### src/sv/sfa_pkg.sv
package sfa_pkg;

  localparam int FREE_SLOTS_DEF  = 16;
  localparam int USED_SLOTS_DEF  = 16;
  localparam int BLOCK_SHIFT_DEF = 4;
  localparam int MAX_BLOCKS_DEF  = 4096;

  localparam int OP_W     = 2;
  localparam int SIZE_W   = 16;
  localparam int ADDR_W   = 16;
  localparam int STATUS_W = 2;
  localparam int CNT_W    = 5;
  localparam int BYTES_W  = 17;
  localparam int MODE_W   = 2;
  localparam int POOL_W   = 13;
  localparam int DATA_W   = 32;
  localparam int PADDR_W  = 3;

  localparam logic [OP_W-1:0] OP_ALLOC   = 2'd0;
  localparam logic [OP_W-1:0] OP_RELEASE = 2'd1;
  localparam logic [OP_W-1:0] OP_REINIT  = 2'd2;

  localparam logic [STATUS_W-1:0] ST_OK       = 2'd0;
  localparam logic [STATUS_W-1:0] ST_NOFIT    = 2'd1;
  localparam logic [STATUS_W-1:0] ST_NOTFOUND = 2'd2;
  localparam logic [STATUS_W-1:0] ST_FULL     = 2'd3;

  localparam logic [MODE_W-1:0] FIT_BEST  = 2'd1;
  localparam logic [MODE_W-1:0] FIT_WORST = 2'd2;

  localparam logic REG_FIT_MODE = 1'b0;
  localparam logic REG_POOL     = 1'b1;

  localparam logic [MODE_W-1:0] RESET_FIT_MODE = 2'd0;
  localparam logic [POOL_W-1:0] RESET_POOL     = 13'd4096;

  typedef struct packed {
    logic [MODE_W-1:0] fit_mode;
    logic [POOL_W-1:0] pool_blocks;
  } sfa_cfg_t;

endpackage

### src/sv/sfa_if.sv
interface sfa_req_if;
  logic                          valid;
  logic                          ready;
  logic [sfa_pkg::OP_W-1:0]      op;
  logic [sfa_pkg::SIZE_W-1:0]    size_bytes;
  logic [sfa_pkg::ADDR_W-1:0]    block_address;
  modport source(output valid, op, size_bytes, block_address, input ready);
  modport sink(input valid, op, size_bytes, block_address, output ready);
endinterface

interface sfa_rsp_if;
  logic                          valid;
  logic                          ready;
  logic [sfa_pkg::STATUS_W-1:0]  status;
  logic [sfa_pkg::ADDR_W-1:0]    address;
  logic [sfa_pkg::CNT_W-1:0]     free_count;
  logic [sfa_pkg::CNT_W-1:0]     used_count;
  logic [sfa_pkg::BYTES_W-1:0]   largest_free;
  logic [sfa_pkg::BYTES_W-1:0]   smallest_free;
  modport source(output valid, status, address, free_count, used_count, largest_free,
                 smallest_free, input ready);
  modport sink(input valid, status, address, free_count, used_count, largest_free,
               smallest_free, output ready);
endinterface

### src/sv/segment_fit_allocator.sv
// Block-granular pool allocator with first, smallest or biggest sufficient fit. One word is
// taken at a time and in_req.ready stays low until its result has been loaded into the output
// register. Every table access goes through a single read port per table, one entry a cycle,
// and every result ends with a scan of the free table for its statistics. An allocate that
// uses up the whole segment that it carves from also removes that entry from the free table,
// and when no segment fits, coalescing of adjacent free segments runs before a second search.
// Table occupancy and statistics come with every result.
module segment_fit_allocator #(
  parameter int FREE_SLOTS  = sfa_pkg::FREE_SLOTS_DEF,
  parameter int USED_SLOTS  = sfa_pkg::USED_SLOTS_DEF,
  parameter int BLOCK_SHIFT = sfa_pkg::BLOCK_SHIFT_DEF,
  parameter int MAX_BLOCKS  = sfa_pkg::MAX_BLOCKS_DEF
) (
  input  logic                          clk,
  input  logic                          rst_n,
  sfa_req_if.sink                       in_req,
  sfa_rsp_if.source                     out_rsp,
  input  logic                          psel,
  input  logic                          penable,
  input  logic                          pwrite,
  input  logic [sfa_pkg::PADDR_W-1:0]   paddr,
  input  logic [sfa_pkg::DATA_W-1:0]    pwdata,
  output logic [sfa_pkg::DATA_W-1:0]    prdata,
  output logic                          pready
);
  import sfa_pkg::*;

  localparam int FIW = $clog2(FREE_SLOTS);
  localparam int UIW = $clog2(USED_SLOTS);
  localparam int FCW = $clog2(FREE_SLOTS + 1);
  localparam int UCW = $clog2(USED_SLOTS + 1);
  localparam int KW  = (FCW > UCW) ? FCW : UCW;
  localparam int SW  = $clog2(MAX_BLOCKS);
  localparam int LW  = $clog2(MAX_BLOCKS + 1);
  localparam int NW  = SIZE_W + 1;
  localparam int CW  = (LW > NW) ? LW : NW;
  localparam int BW  = LW + BLOCK_SHIFT;
  localparam int AW  = SW + BLOCK_SHIFT + ADDR_W;

  localparam logic [3:0] S_IDLE  = 4'd0;
  localparam logic [3:0] S_PICK  = 4'd1;
  localparam logic [3:0] S_COLD  = 4'd2;
  localparam logic [3:0] S_COSC  = 4'd3;
  localparam logic [3:0] S_FREM  = 4'd4;
  localparam logic [3:0] S_UINS  = 4'd5;
  localparam logic [3:0] S_USCAN = 4'd6;
  localparam logic [3:0] S_FINS  = 4'd7;
  localparam logic [3:0] S_UREM  = 4'd8;
  localparam logic [3:0] S_STATS = 4'd9;
  localparam logic [3:0] S_OUT   = 4'd10;

  function automatic logic [LW-1:0] sat_pool(input logic [POOL_W-1:0] p);
    if (32'(p) > 32'(MAX_BLOCKS)) begin
      return LW'(MAX_BLOCKS);
    end
    return LW'(p);
  endfunction

  function automatic logic [ADDR_W-1:0] to_addr(input logic [SW-1:0] blk);
    logic [AW-1:0] wide;
    wide = AW'(blk) << BLOCK_SHIFT;
    return wide[ADDR_W-1:0];
  endfunction

  sfa_cfg_t cfg;

  sfa_apb u_apb (
    .clk, .rst_n, .psel, .penable, .pwrite, .paddr, .pwdata, .prdata, .pready, .cfg
  );

  logic [3:0]          state_r, state_nxt;
  logic [KW-1:0]       k_r, k_nxt;
  logic [FCW-1:0]      i_r, i_nxt, t_r, t_nxt;
  logic [FCW-1:0]      free_n_r, free_n_nxt;
  logic [UCW-1:0]      used_n_r, used_n_nxt;
  logic [FIW-1:0]      sel_r, sel_nxt;
  logic [UIW-1:0]      hit_r, hit_nxt;
  logic                found_r, found_nxt, retried_r, retried_nxt, ret_co_r, ret_co_nxt;
  logic [SW-1:0]       hold_start_r, hold_start_nxt;
  logic [LW-1:0]       hold_len_r, hold_len_nxt;
  logic [NW-1:0]       need_r, need_nxt;
  logic [OP_W-1:0]     op_r, op_nxt;
  logic [ADDR_W-1:0]   baddr_r, baddr_nxt, addr_r, addr_nxt;
  logic [STATUS_W-1:0] status_r, status_nxt;
  logic [BW-1:0]       big_r, big_nxt, small_r, small_nxt;

  logic                out_valid_r, out_valid_nxt;
  logic [STATUS_W-1:0] o_status_r, o_status_nxt;
  logic [ADDR_W-1:0]   o_addr_r, o_addr_nxt;
  logic [CNT_W-1:0]    o_fcnt_r, o_fcnt_nxt, o_ucnt_r, o_ucnt_nxt;
  logic [BYTES_W-1:0]  o_big_r, o_big_nxt, o_small_r, o_small_nxt;

  logic          fwe, uwe;
  logic [FIW-1:0] fwa, fra;
  logic [UIW-1:0] uwa, ura;
  logic [SW-1:0]  fws, uws, frs, urs;
  logic [LW-1:0]  fwl, uwl, frl, url;
  logic [KW-1:0]  k_up, k_dn;
  logic [NW-1:0]  in_need;
  logic [LW:0]    seg_end;
  logic [BW-1:0]  seg_bytes;
  logic           fits, accept;
  logic [LW-1:0]  rst_len;

  sfa_table #(.DEPTH(FREE_SLOTS), .SW(SW), .LW(LW)) u_free (
    .clk, .we(fwe), .waddr(fwa), .wstart(fws), .wlen(fwl), .raddr(fra),
    .rstart(frs), .rlen(frl)
  );

  sfa_table #(.DEPTH(USED_SLOTS), .SW(SW), .LW(LW)) u_used (
    .clk, .we(uwe), .waddr(uwa), .wstart(uws), .wlen(uwl), .raddr(ura),
    .rstart(urs), .rlen(url)
  );

  assign in_req.ready = (state_r == S_IDLE);
  assign accept       = in_req.valid & in_req.ready;
  assign k_up         = k_r + KW'(1);
  assign k_dn         = k_r - KW'(1);
  assign in_need      = (NW'(in_req.size_bytes) + NW'((1 << BLOCK_SHIFT) - 1)) >> BLOCK_SHIFT;
  assign seg_end      = (LW + 1)'(frs) + (LW + 1)'(frl);
  assign seg_bytes    = BW'(frl) << BLOCK_SHIFT;
  assign fits         = CW'(frl) >= CW'(need_r);
  assign rst_len      = sat_pool(RESET_POOL);

  always_comb begin
    unique case (state_r)
      S_COLD:  fra = i_r[FIW-1:0];
      S_COSC:  fra = t_r[FIW-1:0];
      S_FREM:  fra = k_up[FIW-1:0];
      S_FINS:  fra = k_dn[FIW-1:0];
      default: fra = k_r[FIW-1:0];
    endcase
    unique case (state_r)
      S_UINS:  ura = k_dn[UIW-1:0];
      S_UREM:  ura = k_up[UIW-1:0];
      default: ura = k_r[UIW-1:0];
    endcase
  end

  always_comb begin
    state_nxt      = state_r;
    k_nxt          = k_r;
    i_nxt          = i_r;
    t_nxt          = t_r;
    free_n_nxt     = free_n_r;
    used_n_nxt     = used_n_r;
    sel_nxt        = sel_r;
    hit_nxt        = hit_r;
    found_nxt      = found_r;
    retried_nxt    = retried_r;
    ret_co_nxt     = ret_co_r;
    hold_start_nxt = hold_start_r;
    hold_len_nxt   = hold_len_r;
    need_nxt       = need_r;
    op_nxt         = op_r;
    baddr_nxt      = baddr_r;
    addr_nxt       = addr_r;
    status_nxt     = status_r;
    big_nxt        = big_r;
    small_nxt      = small_r;
    out_valid_nxt  = out_valid_r & ~out_rsp.ready;
    o_status_nxt   = o_status_r;
    o_addr_nxt     = o_addr_r;
    o_fcnt_nxt     = o_fcnt_r;
    o_ucnt_nxt     = o_ucnt_r;
    o_big_nxt      = o_big_r;
    o_small_nxt    = o_small_r;
    fwe = 1'b0;
    fwa = '0;
    fws = '0;
    fwl = '0;
    uwe = 1'b0;
    uwa = '0;
    uws = '0;
    uwl = '0;

    unique case (state_r)
      S_IDLE: begin
        if (accept) begin
          op_nxt      = in_req.op;
          baddr_nxt   = in_req.block_address;
          need_nxt    = in_need;
          status_nxt  = ST_OK;
          addr_nxt    = '0;
          found_nxt   = 1'b0;
          retried_nxt = 1'b0;
          k_nxt       = '0;
          state_nxt   = S_STATS;
          unique case (in_req.op)
            OP_ALLOC: begin
              if (in_need == '0) begin
                status_nxt = ST_NOFIT;
              end else if (used_n_r >= UCW'(USED_SLOTS)) begin
                status_nxt = ST_FULL;
              end else begin
                state_nxt = S_PICK;
              end
            end
            OP_RELEASE: state_nxt = S_USCAN;
            OP_REINIT: begin
              fwe        = 1'b1;
              fwl        = sat_pool(cfg.pool_blocks);
              free_n_nxt = FCW'(fwl != '0);
              used_n_nxt = '0;
            end
            default: ;
          endcase
        end
      end
      S_PICK: begin
        if (k_r == KW'(free_n_r)) begin
          k_nxt = '0;
          if (found_r) begin
            k_nxt     = KW'(used_n_r);
            state_nxt = S_UINS;
          end else if (!retried_r) begin
            i_nxt     = '0;
            state_nxt = S_COLD;
          end else begin
            status_nxt = ST_NOFIT;
            state_nxt  = S_STATS;
          end
        end else begin
          k_nxt = k_up;
          if (fits) begin
            priority if (cfg.fit_mode == FIT_BEST) begin
              if (!found_r || frl < hold_len_r) begin
                found_nxt = 1'b1;
              end
            end else if (cfg.fit_mode == FIT_WORST) begin
              if (!found_r || frl > hold_len_r) begin
                found_nxt = 1'b1;
              end
            end else begin
              found_nxt = 1'b1;
              k_nxt     = KW'(used_n_r);
              state_nxt = S_UINS;
            end
            if (found_nxt != found_r || state_nxt == S_UINS || frl != hold_len_r) begin
              if (!found_r || state_nxt == S_UINS ||
                  (cfg.fit_mode == FIT_BEST && frl < hold_len_r) ||
                  (cfg.fit_mode == FIT_WORST && frl > hold_len_r)) begin
                sel_nxt        = k_r[FIW-1:0];
                hold_start_nxt = frs;
                hold_len_nxt   = frl;
              end
            end
          end
        end
      end
      S_COLD: begin
        if (i_r == free_n_r) begin
          retried_nxt = 1'b1;
          found_nxt   = 1'b0;
          k_nxt       = '0;
          state_nxt   = S_PICK;
        end else begin
          hold_start_nxt = frs;
          hold_len_nxt   = frl;
          t_nxt          = '0;
          state_nxt      = S_COSC;
        end
      end
      S_COSC: begin
        if (t_r == free_n_r) begin
          i_nxt     = i_r + FCW'(1);
          state_nxt = S_COLD;
        end else if (t_r != i_r && seg_end == (LW + 1)'(hold_start_r)) begin
          fwe        = 1'b1;
          fwa        = t_r[FIW-1:0];
          fws        = frs;
          fwl        = frl + hold_len_r;
          k_nxt      = KW'(i_r);
          ret_co_nxt = 1'b1;
          state_nxt  = S_FREM;
        end else begin
          t_nxt = t_r + FCW'(1);
        end
      end
      S_FREM: begin
        if (k_up < KW'(free_n_r)) begin
          fwe   = 1'b1;
          fwa   = k_r[FIW-1:0];
          fws   = frs;
          fwl   = frl;
          k_nxt = k_up;
        end else begin
          free_n_nxt = free_n_r - FCW'(1);
          k_nxt      = '0;
          state_nxt  = ret_co_r ? S_COLD : S_STATS;
        end
      end
      S_UINS: begin
        if (k_r != '0) begin
          uwe   = 1'b1;
          uwa   = k_r[UIW-1:0];
          uws   = urs;
          uwl   = url;
          k_nxt = k_dn;
        end else begin
          uwe        = 1'b1;
          uws        = hold_start_r;
          uwl        = LW'(need_r);
          used_n_nxt = used_n_r + UCW'(1);
          addr_nxt   = to_addr(hold_start_r);
          if (hold_len_r == LW'(need_r)) begin
            k_nxt      = KW'(sel_r);
            ret_co_nxt = 1'b0;
            state_nxt  = S_FREM;
          end else begin
            fwe       = 1'b1;
            fwa       = sel_r;
            fws       = hold_start_r + SW'(need_r);
            fwl       = hold_len_r - LW'(need_r);
            state_nxt = S_STATS;
          end
        end
      end
      S_USCAN: begin
        if (k_r == KW'(used_n_r)) begin
          status_nxt = ST_NOTFOUND;
          k_nxt      = '0;
          state_nxt  = S_STATS;
        end else if (to_addr(urs) == baddr_r) begin
          hit_nxt        = k_r[UIW-1:0];
          hold_start_nxt = urs;
          hold_len_nxt   = url;
          if (free_n_r >= FCW'(FREE_SLOTS)) begin
            status_nxt = ST_FULL;
            k_nxt      = '0;
            state_nxt  = S_STATS;
          end else begin
            k_nxt     = KW'(free_n_r);
            state_nxt = S_FINS;
          end
        end else begin
          k_nxt = k_up;
        end
      end
      S_FINS: begin
        if (k_r != '0) begin
          fwe   = 1'b1;
          fwa   = k_r[FIW-1:0];
          fws   = frs;
          fwl   = frl;
          k_nxt = k_dn;
        end else begin
          fwe        = 1'b1;
          fws        = hold_start_r;
          fwl        = hold_len_r;
          free_n_nxt = free_n_r + FCW'(1);
          k_nxt      = KW'(hit_r);
          state_nxt  = S_UREM;
        end
      end
      S_UREM: begin
        if (k_up < KW'(used_n_r)) begin
          uwe   = 1'b1;
          uwa   = k_r[UIW-1:0];
          uws   = urs;
          uwl   = url;
          k_nxt = k_up;
        end else begin
          used_n_nxt = used_n_r - UCW'(1);
          k_nxt      = '0;
          state_nxt  = S_STATS;
        end
      end
      S_STATS: begin
        if (k_r == KW'(free_n_r)) begin
          if (free_n_r == '0) begin
            big_nxt   = '0;
            small_nxt = '0;
          end
          state_nxt = S_OUT;
        end else begin
          if (k_r == '0 || seg_bytes > big_r) begin
            big_nxt = seg_bytes;
          end
          if (k_r == '0 || seg_bytes < small_r) begin
            small_nxt = seg_bytes;
          end
          k_nxt = k_up;
        end
      end
      S_OUT: begin
        if (!out_valid_r || out_rsp.ready) begin
          out_valid_nxt = 1'b1;
          o_status_nxt  = status_r;
          o_addr_nxt    = addr_r;
          o_fcnt_nxt    = CNT_W'(free_n_r);
          o_ucnt_nxt    = CNT_W'(used_n_r);
          o_big_nxt     = BYTES_W'(big_r);
          o_small_nxt   = BYTES_W'(small_r);
          state_nxt     = S_IDLE;
        end
      end
      default: state_nxt = S_IDLE;
    endcase

    if (!rst_n) begin
      fwe = 1'b1;
      fwa = '0;
      fws = '0;
      fwl = rst_len;
    end
  end

  always_ff @(posedge clk) begin
    if (!rst_n) begin
      state_r     <= S_IDLE;
      free_n_r    <= FCW'(rst_len != '0);
      used_n_r    <= '0;
      out_valid_r <= 1'b0;
      k_r         <= '0;
      i_r         <= '0;
      t_r         <= '0;
      found_r     <= 1'b0;
      retried_r   <= 1'b0;
      ret_co_r    <= 1'b0;
    end else begin
      state_r     <= state_nxt;
      free_n_r    <= free_n_nxt;
      used_n_r    <= used_n_nxt;
      out_valid_r <= out_valid_nxt;
      k_r         <= k_nxt;
      i_r         <= i_nxt;
      t_r         <= t_nxt;
      found_r     <= found_nxt;
      retried_r   <= retried_nxt;
      ret_co_r    <= ret_co_nxt;
    end
  end

  always_ff @(posedge clk) begin
    sel_r        <= sel_nxt;
    hit_r        <= hit_nxt;
    hold_start_r <= hold_start_nxt;
    hold_len_r   <= hold_len_nxt;
    need_r       <= need_nxt;
    op_r         <= op_nxt;
    baddr_r      <= baddr_nxt;
    addr_r       <= addr_nxt;
    status_r     <= status_nxt;
    big_r        <= big_nxt;
    small_r      <= small_nxt;
    o_status_r   <= o_status_nxt;
    o_addr_r     <= o_addr_nxt;
    o_fcnt_r     <= o_fcnt_nxt;
    o_ucnt_r     <= o_ucnt_nxt;
    o_big_r      <= o_big_nxt;
    o_small_r    <= o_small_nxt;
  end

  assign out_rsp.valid         = out_valid_r;
  assign out_rsp.status        = o_status_r;
  assign out_rsp.address       = o_addr_r;
  assign out_rsp.free_count    = o_fcnt_r;
  assign out_rsp.used_count    = o_ucnt_r;
  assign out_rsp.largest_free  = o_big_r;
  assign out_rsp.smallest_free = o_small_r;

`ifndef SYNTHESIS
  a_free_bound: assert property (@(posedge clk) disable iff (!rst_n)
    free_n_r <= FCW'(FREE_SLOTS)) else $error("free table count out of range");
  a_used_bound: assert property (@(posedge clk) disable iff (!rst_n)
    used_n_r <= UCW'(USED_SLOTS)) else $error("used table count out of range");
  a_busy: assert property (@(posedge clk) disable iff (!rst_n)
    accept |=> !in_req.ready) else $error("word accepted while busy");
  a_alloc_ok: assert property (@(posedge clk) disable iff (!rst_n)
    (state_r == S_OUT && status_r == ST_OK && op_r == OP_ALLOC) |->
    used_n_r != '0) else $error("allocate succeeded with empty used table");
`endif

endmodule

### src/sv/sfa_table.sv
module sfa_table #(
  parameter int DEPTH = 16,
  parameter int SW    = 12,
  parameter int LW    = 13
) (
  input  logic                     clk,
  input  logic                     we,
  input  logic [$clog2(DEPTH)-1:0] waddr,
  input  logic [SW-1:0]            wstart,
  input  logic [LW-1:0]            wlen,
  input  logic [$clog2(DEPTH)-1:0] raddr,
  output logic [SW-1:0]            rstart,
  output logic [LW-1:0]            rlen
);

  logic [SW-1:0] start_r [DEPTH];
  logic [LW-1:0] len_r   [DEPTH];

  always_ff @(posedge clk) begin
    if (we) begin
      start_r[waddr] <= wstart;
      len_r[waddr]   <= wlen;
    end
  end

  assign rstart = start_r[raddr];
  assign rlen   = len_r[raddr];

endmodule

### src/sv/sfa_apb.sv
module sfa_apb (
  input  logic                          clk,
  input  logic                          rst_n,
  input  logic                          psel,
  input  logic                          penable,
  input  logic                          pwrite,
  input  logic [sfa_pkg::PADDR_W-1:0]   paddr,
  input  logic [sfa_pkg::DATA_W-1:0]    pwdata,
  output logic [sfa_pkg::DATA_W-1:0]    prdata,
  output logic                          pready,
  output sfa_pkg::sfa_cfg_t             cfg
);
  import sfa_pkg::*;

  sfa_cfg_t cfg_r;
  logic     wr_en;

  assign pready = 1'b1;
  assign wr_en  = psel & penable & pwrite & pready;

  always_ff @(posedge clk) begin
    if (!rst_n) begin
      cfg_r.fit_mode    <= RESET_FIT_MODE;
      cfg_r.pool_blocks <= RESET_POOL;
    end else if (wr_en) begin
      unique case (paddr[2])
        REG_FIT_MODE: cfg_r.fit_mode    <= pwdata[MODE_W-1:0];
        REG_POOL:     cfg_r.pool_blocks <= pwdata[POOL_W-1:0];
        default:      ;
      endcase
    end
  end

  always_comb begin
    unique case (paddr[2])
      REG_FIT_MODE: prdata = DATA_W'(cfg_r.fit_mode);
      REG_POOL:     prdata = DATA_W'(cfg_r.pool_blocks);
      default:      prdata = '0;
    endcase
  end

  assign cfg = cfg_r;

endmodule
### src/flat_wrapper.sv
// flat-port wrapper written by rule: the top's interface ports become plain ports
module segment_fit_allocator_flat import sfa_pkg::*;
#(
  parameter int FREE_SLOTS  = sfa_pkg::FREE_SLOTS_DEF,
  parameter int USED_SLOTS  = sfa_pkg::USED_SLOTS_DEF,
  parameter int BLOCK_SHIFT = sfa_pkg::BLOCK_SHIFT_DEF,
  parameter int MAX_BLOCKS  = sfa_pkg::MAX_BLOCKS_DEF
)
  (clk, rst_n, psel, penable, pwrite, paddr, pwdata, prdata, pready, in_req_valid, in_req_op, in_req_size_bytes, in_req_block_address, in_req_ready, out_rsp_valid, out_rsp_status, out_rsp_address, out_rsp_free_count, out_rsp_used_count, out_rsp_largest_free, out_rsp_smallest_free, out_rsp_ready);
  sfa_req_if in_req_i ();
  sfa_rsp_if out_rsp_i ();
  input  logic clk;
  input  logic rst_n;
  input  logic psel;
  input  logic penable;
  input  logic pwrite;
  input  logic [sfa_pkg::PADDR_W-1:0] paddr;
  input  logic [sfa_pkg::DATA_W-1:0] pwdata;
  output logic [sfa_pkg::DATA_W-1:0] prdata;
  output logic pready;
  input wire logic [$bits(in_req_i.valid)-1:0] in_req_valid;
  input wire logic [$bits(in_req_i.op)-1:0] in_req_op;
  input wire logic [$bits(in_req_i.size_bytes)-1:0] in_req_size_bytes;
  input wire logic [$bits(in_req_i.block_address)-1:0] in_req_block_address;
  output wire logic [$bits(in_req_i.ready)-1:0] in_req_ready;
  output wire logic [$bits(out_rsp_i.valid)-1:0] out_rsp_valid;
  output wire logic [$bits(out_rsp_i.status)-1:0] out_rsp_status;
  output wire logic [$bits(out_rsp_i.address)-1:0] out_rsp_address;
  output wire logic [$bits(out_rsp_i.free_count)-1:0] out_rsp_free_count;
  output wire logic [$bits(out_rsp_i.used_count)-1:0] out_rsp_used_count;
  output wire logic [$bits(out_rsp_i.largest_free)-1:0] out_rsp_largest_free;
  output wire logic [$bits(out_rsp_i.smallest_free)-1:0] out_rsp_smallest_free;
  input wire logic [$bits(out_rsp_i.ready)-1:0] out_rsp_ready;
  assign in_req_i.valid = in_req_valid;
  assign in_req_i.op = in_req_op;
  assign in_req_i.size_bytes = in_req_size_bytes;
  assign in_req_i.block_address = in_req_block_address;
  assign in_req_ready = in_req_i.ready;
  assign out_rsp_valid = out_rsp_i.valid;
  assign out_rsp_status = out_rsp_i.status;
  assign out_rsp_address = out_rsp_i.address;
  assign out_rsp_free_count = out_rsp_i.free_count;
  assign out_rsp_used_count = out_rsp_i.used_count;
  assign out_rsp_largest_free = out_rsp_i.largest_free;
  assign out_rsp_smallest_free = out_rsp_i.smallest_free;
  assign out_rsp_i.ready = out_rsp_ready;
  segment_fit_allocator #(.FREE_SLOTS(FREE_SLOTS), .USED_SLOTS(USED_SLOTS), .BLOCK_SHIFT(BLOCK_SHIFT), .MAX_BLOCKS(MAX_BLOCKS)) u_core (.clk(clk), .rst_n(rst_n), .in_req(in_req_i), .out_rsp(out_rsp_i), .psel(psel), .penable(penable), .pwrite(pwrite), .paddr(paddr), .pwdata(pwdata), .prdata(prdata), .pready(pready));
endmodule
### config.mk
export PLATFORM = sky130hd
export DESIGN_NAME = segment_fit_allocator_flat
export DESIGN_NICKNAME = d
export VERILOG_FILES = /design/src/sv/sfa_pkg.sv /design/src/sv/sfa_if.sv /design/src/sv/segment_fit_allocator.sv /design/src/sv/sfa_table.sv /design/src/sv/sfa_apb.sv /design/src/flat_wrapper.sv
export SDC_FILE = /design/constraint.sdc
export NUM_CORES = 2
export LEC_CHECK = 0
export BUFFER_PORTS_ARGS = -buffer_cell sky130_fd_sc_hd__buf_2
export CAP_MARGIN = 20
export CORE_MARGIN = 2
export CORE_UTILIZATION = 43
export CTS_CLUSTER_DIAMETER = 60
export DETAILED_ROUTE_END_ITERATION = 6
export GPL_TIMING_DRIVEN = 0
export PLACE_DENSITY_LB_ADDON = 0.25
export SETUP_SLACK_MARGIN = 0.5
export SLEW_MARGIN = 20
export SYNTH_ARGS = -nofsm -noshare
export SYNTH_HDL_FRONTEND = slang
export SYNTH_SLANG_ARGS = --single-unit
### constraint.sdc
create_clock -name clk -period 11.1 [get_ports clk]
set_input_delay 1.11 -clock clk [delete_from_list [all_inputs] [get_ports clk]]
set_output_delay 1.11 -clock clk [all_outputs]
set_load 0.02 [all_outputs]
==> results.sh <==
export IMPL_gp_congestion=0.9597
export IMPL_placed_cells=5507
export IMPL_power_density_nw_per_um2=240.4
export IMPL_yosysWarnings=0
export IMPL_antenna_found_initial=4
export IMPL_setup_ws_ps=748.1
export IMPL_setup_violations=0
export IMPL_crit_path_end_kind="flip-flop"
export IMPL_cts_sinks=1000
export IMPL_h_tree_depth=3
export IMPL_post_route_util_pct=50.53
export IMPL_drive_gt1_share_pct=14.93
export IMPL_clock_path_buffers=3
export IMPL_area_growth_pct=16.35
export IMPL_grt_pass1_vias=31810
export IMPL_p_clk_share_pct=26.3
export IMPL_status="complete, no violations"
export IMPL_async_flop_share_pct=0
export IMPL_worstSetupPathType="reg2reg"
export IMPL_mostFrequentLayoutCells="edfxtp_1 (952), nand2_1 (568), mux2i_1 (227)"
export IMPL_drv_slew=0
export IMPL_grt_overflow=0
export IMPL_ys_ff_latch=1000
export IMPL_vdd_drop_max_v=0.0001380
export IMPL_critPathLaunchType="flip-flop"
export IMPL_place_ws_ps=-1748
export IMPL_synth_edf_count=952
export IMPL_p_leak_nw=19.39
export IMPL_power_frac_seq_pct=34.5
export IMPL_switching_power_mw=5.150
export IMPL_vias=33860
export IMPL_antennaDiodeCount=0
export IMPL_final_cells=5706
export IMPL_core_um2=109000
export IMPL_cp_arrival_ps=10730
export IMPL_hpwl_um=111000
export IMPL_clkLatencyLatePin_ps=700
export IMPL_period_share_pct=93.26
export IMPL_routed_wl_met2_um=69140
export IMPL_route_met3_wl_um=12950
export IMPL_drtIter0Drc=4226
export IMPL_yosysSeqAreaShare_pct=62.41
export IMPL_routed_wl_um=151500
export IMPL_drc_errors=0
export IMPL_grt_pass1_wl_um=218100
export IMPL_yosys_area_top_type="edfxtp_1"
export IMPL_final_common_cell="edfxtp_1"
export IMPL_crit_family="buffers and inverters"
export IMPL_relSlewSlack_pct=17.97
export IMPL_ys_top_cells_by_area="edfxtp_1 (60%), mux2i_1 (4.8%), nand2_1 (4.5%)"
export IMPL_rsz0062_at_grt="false"
export IMPL_tightest_slew_ps=1220
export IMPL_io_pins=173
export IMPL_start_util_pct=43.43
export IMPL_cpMaxStageDelayCell="dfxtp_1"
export IMPL_grt_max_degree=32
export IMPL_first_pass_iters=6
export IMPL_synthFlopType="edfxtp_1"
export IMPL_ant_nets=0
export IMPL_cp_slowest_stage_delay_ps=550
export IMPL_sw_frac_of_total_pct=38.89
export IMPL_track_usage_pct=26.43
export IMPL_fill_cells=9485
export IMPL_setup_tns_final_ps=0
export IMPL_path_buf_inv=11
export IMPL_wl_per_cell_um=26.55
export IMPL_vias_per_cell=5.935
export IMPL_numCtsBuffers=105
export IMPL_worstPathRequired_ps=11480
export IMPL_syn_area_um2=47350
export IMPL_clkTransAtPathRegs_ps=60
export IMPL_root_buffer="clkbuf_16"
export IMPL_intPower_mw=8.092
export IMPL_cts_tree="done"
export IMPL_dr_max_layer_used="met4"
export IMPL_hold_viol=0
export IMPL_die_w_um=335.8
export IMPL_syn_area_per_cell_um2=12.35
export IMPL_ys_types=91
export IMPL_syn_inst=3834
export IMPL_synth_top_area_share_pct=60.38
export IMPL_clock_skew_ps=22.63
export IMPL_worstHoldPathType="reg2reg"
export IMPL_p_comb_share_pct=39.2
export IMPL_portBuffers=118
export IMPL_die_h_um=335.8
export IMPL_holdBufCountCts=0
export IMPL_die_area_um2=112800
export IMPL_max_freq_mhz=96.60
export IMPL_fin_nets=4408
export IMPL_drt_met1_wl_um=62790
export IMPL_crit_path_max_fanout=11
export IMPL_row_count=121
export IMPL_cap_violations=0
export IMPL_min_period_ps=10350
[synth_stat cells, types with 16 or more instances]
library cell / count
a211oi_1: 88
a21oi_1: 170
a22oi_1: 30
a311oi_1: 51
a31oi_1: 24
and2_1: 92
buf_1: 36
buf_2: 21
buf_4: 33
clkbuf_1: 150
dfxtp_1: 48
edfxtp_1: 952
ha_1: 122
inv_1: 120
mux2_2: 27
mux2i_1: 228
mux4_2: 16
nand2_1: 568
nand2b_1: 47
nand3_1: 113
nand4_1: 24
nor2_1: 183
nor2b_1: 28
nor3_1: 49
nor4_1: 22
o211ai_1: 18
o21a_1: 18
o21ai_0: 148
o22ai_1: 19
o31ai_1: 23
xnor2_1: 70
xor2_1: 50
[registers in the layout, indices dropped and copies added, names as in the netlist, 5 cells and up]
register	flops
u_core.addr_r	12
u_core.baddr_r	16
u_core.big_r	13
u_core.free_n_r	5
u_core.hold_len_r	13
u_core.hold_start_r	12
u_core.i_r	5
u_core.k_r	5
u_core.need_r	13
u_core.out_rsp.address	12
u_core.out_rsp.free_count	5
u_core.out_rsp.largest_free	13
u_core.out_rsp.smallest_free	13
u_core.out_rsp.used_count	5
u_core.small_r	13
u_core.t_r	5
u_core.u_apb.cfg	15
u_core.u_free.len_r	208
u_core.u_free.start_r	192
u_core.u_used.len_r	208
u_core.u_used.start_r	192
u_core.used_n_r	5
[repair_timing]
item                       CTS  global route
pin swaps                    2             1
setup endpoints to repair  794           502
gates resized for setup     37            51
setup buffers                2             2
[layer usage]
metal,up-vias,global-route usage [%]
met5,-,0
met4,0,10.35
met2,1747,41.94
met1,16730,36.65
li1,15030,-
met3,357,3.950
[final cells by class]
type / instances / area, um2 / area share (%)
buffer: 246 / 1189 / 2.158
inverter: 123 / 461.7 / 0.8381
sequential: 1000 / 29550 / 53.64
multi-input combinational: 2495 / 16990 / 30.85
clock inverter: 71 / 634.4 / 1.152
timing repair buffer: 233 / 1749 / 3.175
tap: 1414 / 1769 / 3.212
clock buffer: 124 / 2741 / 4.977
[metrics by stage]
| step | instance area [um2] | hold WS (ps) | total power [mW] |
|---|---|---|---|
| 2_1_floorplan | 47460 | 400.3 | 7.839 |
| 3_3_place_gp | 49820 | 405.2 | 9.518 |
| 3_5_place_dp | 51460 | 409.3 | 9.610 |
| 4_1_cts | 54970 | 415.7 | 13.11 |
| 5_1_grt | 55090 | 432.1 | 13.81 |
| 6_report | 55090 | 420.4 | 13.24 |
[power by group through the flow]
stage | sequential [mW] | combinational (mW) | clock (mW)
final | 4.57 | 5.19 | 3.49
after global routing | 4.57 | 5.57 | 3.66
after CTS | 4.56 | 5.03 | 3.52
after detailed placement | 4.64 | 4.98 | 0
after global placement | 4.65 | 4.87 | 0
after floorplan | 4.57 | 3.27 | 0
[path summary, 6_finish.rpt]
check	endpoint	cells past startpoint	from	slack [ps]
max	u_core.u_free.start_r[7][5]$_DFFE_PP_	32	u_core.k_r[0]$_SDFFE_PN0P_	750
min	u_core.out_rsp.status[0]$_DFFE_PP_	0	u_core.status_r[0]$_DFFE_PP_	420
max reg2reg	u_core.u_free.start_r[7][5]$_DFFE_PP_	32	u_core.k_r[0]$_SDFFE_PN0P_	750
min reg2reg	u_core.out_rsp.status[0]$_DFFE_PP_	0	u_core.status_r[0]$_DFFE_PP_	420
[cell families after synthesis]
| kind of cell | Yosys count | share of synthesized area (%) |
|---|---|---|
| flops | 1000 | 62.41 |
| compound gates | 741 | 10.50 |
| xor+xnor | 122 | 2.336 |
| simple gates | 1201 | 11.71 |
| mux | 271 | 6.224 |
| other cells | 2 | 0.01586 |
| buf+inv | 369 | 3.325 |
| fa+ha+maj | 128 | 3.478 |
Note: power is estimated with default switching activity, not from simulation.
